$ cat config.mk
export PLATFORM = sky130hd
export DESIGN_NAME = pmc_sqrt_stage
export DESIGN_NICKNAME = d
export VERILOG_FILES = /design/src/rtl/pmc_sqrt_stage.sv
export SDC_FILE = /design/constraint.sdc
export NUM_CORES = 1
export LEC_CHECK = 0
export BUFFER_PORTS_ARGS = -buffer_cell sky130_fd_sc_hd__buf_2
export CORE_MARGIN = 8
export CORE_UTILIZATION = 48
export DETAILED_ROUTE_END_ITERATION = 10
export GPL_TIMING_DRIVEN = 0
export PLACE_DENSITY = 0.9
export SLEW_MARGIN = 20
export SYNTH_ARGS = -nofsm -noshare
export SYNTH_HDL_FRONTEND = slang
export SYNTH_SLANG_ARGS = --single-unit
$ cat constraint.sdc
create_clock -name vclk -period 3.82
set_clock_uncertainty 0.1 [all_clocks]
set_input_delay 0.382 -clock vclk [all_inputs]
set_output_delay 0.382 -clock vclk [all_outputs]
set_load 0.005 [all_outputs]
$ cat src/rtl/pmc_sqrt_stage.sv
// ----------------------------------------------------------------------------
// pmc_sqrt_stage: one bit of a pipelined restoring square root
// ----------------------------------------------------------------------------
`default_nettype none
module pmc_sqrt_stage #(
   parameter int W   = 64,
   parameter int BIT = 0
) (
   input  wire logic [W-1:0]   rem_in,
   input  wire logic [W/2-1:0] root_in,
   output logic      [W-1:0]   rem_out,
   output logic      [W/2-1:0] root_out
);
   logic [W-1:0] trial;

   // test root|1 at position BIT
   always_comb begin
      trial = ({{(W/2){1'b0}}, root_in} << (BIT + 1))
              | ({{(W-1){1'b0}}, 1'b1} << (2 * BIT));
      if (rem_in >= trial) begin
         rem_out  = rem_in - trial;
         root_out = root_in | ({{(W/2-1){1'b0}}, 1'b1} << BIT);
      end else begin
         rem_out  = rem_in;
         root_out = root_in;
      end
   end
endmodule
`default_nettype wire

==> results.sh <==
export IMPL_wirelength_mm=13.32
export IMPL_place_ws_ps=-322.6
export IMPL_crit_family="simple AND/OR/NAND/NOR gates"
export IMPL_synthTopCellsByCount="nand2_1 (65), inv_1 (41), o21ai_0 (41), a21oi_1 (36)"
export IMPL_grt_util_all_layers=0.2312
export IMPL_drc=0
export IMPL_ys_seq_area_frac=0
export IMPL_yosys_area_top_type="ha_1"
export IMPL_power_density_mw_per_mm2=148.5
export IMPL_slowest_delay_ps=590
export IMPL_firstDrtPassIters=5
export IMPL_postLayoutCoreUtil=0.6758
export IMPL_start_util=0.4863
export IMPL_fp_dieW_um=100.8
export IMPL_core_mm2=0.007098
export IMPL_via_count=4706
export IMPL_syn_area_per_cell_um2=6.513
export IMPL_cpMostUsedCell="buf_2"
export IMPL_outcome="finished clean"
export IMPL_irDropWorstVdd_mv=0.08225
export IMPL_end_kind="output pin"
export IMPL_antenna_found_initial=0
export IMPL_clock_fmax_ghz=0.2694
export IMPL_dieArea_mm2=0.01016
export IMPL_portBuffers=192
export IMPL_wirelength_met1_mm=5.127
export IMPL_layout_setup_ws_ps=107.4
export IMPL_syn_to_final_growth_pct=38.96
export IMPL_die_h_um=100.8
export IMPL_synth_most_common_cell="nand2_1"
export IMPL_rows=31
export IMPL_maxSlewViolCount=0
export IMPL_seq_cell_count=0
export IMPL_fin_crit_ps=3713
export IMPL_nNetsFinal=858
export IMPL_synth_distinct_cells=63
export IMPL_maxCapViolations=0
export IMPL_ant_nets=0
export IMPL_hpwlAfterDp_mm=10.72
export IMPL_worst_slew_pin_slew_ps=637.1
export IMPL_crit_fanout=6
export IMPL_synth_top_area_share=0.1196
export IMPL_grt_pass1_wl_mm=20.13
export IMPL_synth_nets=660
export IMPL_top_layer="met4"
export IMPL_yosys_top_cells_area="ha_1 (12%), xnor2_1 (8.1%), xor2_1 (7.4%), buf_4 (7.2%), nand2_1 (7.1%)"
export IMPL_final_hold_violation_count=0
export IMPL_avgRoutedWirePerCell_um=16.15
export IMPL_crit_arrival_ps=3230
export IMPL_grt_pass1_vias=4603
export IMPL_critPathKind="primary input to output pin"
export IMPL_gp_congestion=0.9100
export IMPL_antenna_cells=0
export IMPL_hold_class="primary input to output pin"
export IMPL_crit_chain="buf_2 -> inv_1 -> ha_4 -> and2b_2 -> nand2_1 -> or4_1 -> or4_4 -> and3_4 -> a2111oi_1 -> xor2_1 -> buf_2"
export IMPL_p_leak_uw=0.002375
export IMPL_first_iter_violations=155
export IMPL_seqCellArea_um2=0
export IMPL_finalSetupTns_ps=0
export IMPL_worst_setup_path_start_kind="primary input"
export IMPL_crit_buf_inv=3
export IMPL_yosysWarnings=0
export IMPL_drive_gt1_frac=0.4063
export IMPL_cpMaxStageDelayCell="a2111oi_1"
export IMPL_wl_met2_mm=6.788
export IMPL_fin_area_mm2=0.004797
export IMPL_wl_met3_mm=1.127
export IMPL_slew_headroom=0.5706
export IMPL_ioPinCount=192
export IMPL_grt_max_degree=11
export IMPL_fin_crit_sh=0.9719
export IMPL_gr_total_overflow=0
export IMPL_synth_area_mm2=0.003452
export IMPL_crit_required_ps=3340
export IMPL_nClkBuffers=0
export IMPL_synthCells=530
export IMPL_setup_viol=0
export IMPL_avgViaCountPerCell=5.704
export IMPL_place_area_mm2=0.004537
==> path summary, 6_finish.rpt <==
kind | endpoint | startpoint | cells past startpoint | slack, ps
worst min-delay path | root_out[29] | root_in[29] | 3 | 930
worst max-delay path | rem_out[48] | root_in[31] | 11 | 110
==> layout make-up <==
type	count	area, um^2
inverter	41	153.9
buffer	52	376.6
multi-input combinational	431	3103
fill	661	2301
tap	99	123.9
timing repair buffer	202	1040
==> metal layers <==
layer  GRT usage  vias up
met4     0.05000        0
li1            -     2266
met5           0        -
met1      0.2587     2195
met3     0.04696       28
met2      0.4330      217
==> power by group <==
group	internal (uW)	total (uW)	switching, uW
Combinational	338	712	375
Clock	0	0	0
Sequential	0	0	0
==> logic make-up after synthesis <==
group                      share of synthesized area
buffers and inverters                         0.1490
and+or+nand+nor                               0.2856
adders and majority gates                     0.1254
xor gates and xnor gates                      0.1548
muxes                                        0.01595
AOI/OAI and AO/OA                             0.2693
==> what timing repair did <==
action                                  CTS  global route
pin swaps                                 3             7
endpoints found under the setup margin   61            62
hold buffers                              0             0
setup buffers                             2             7
resized for setup                        14            40
cloned                                    1             0
==> cells in the final DEF, fill, tap and decap left out, types with 4 or more instances in the layout <==
cell,Yosys,final
buf_2,15,199
nand2_1,65,65
buf_4,33,44
inv_1,41,41
o21ai_0,41,40
a21oi_1,36,34
xnor2_1,32,30
xor2_1,29,29
ha_1,33,26
nor2_1,24,24
nand3_1,17,17
a21o_1,15,14
nor3_1,12,12
nor4_1,12,10
or3_1,9,9
nand4_1,9,9
o21bai_1,7,7
a31oi_1,7,7
or4_1,8,6
and3_1,6,5
nor4_2,3,5
buf_6,0,5
mux2_2,4,4
o31ai_1,4,4
or4_4,2,4
o21a_1,4,4
a31o_2,4,4
ha_4,0,4
==> stage by stage <==
step / hold slack (ps) / cells / total power [uW]
5_1_grt: 941.0 / 825 / 779.9
6_report: 932.6 / 825 / 712.5
2_1_floorplan: 719.4 / 530 / 398.7
4_1_cts: 934.7 / 820 / 672.2
3_3_place_gp: 930.6 / 821 / 644.0
3_5_place_dp: 934.2 / 821 / 657.7
Power figures use the tool's default switching activity.
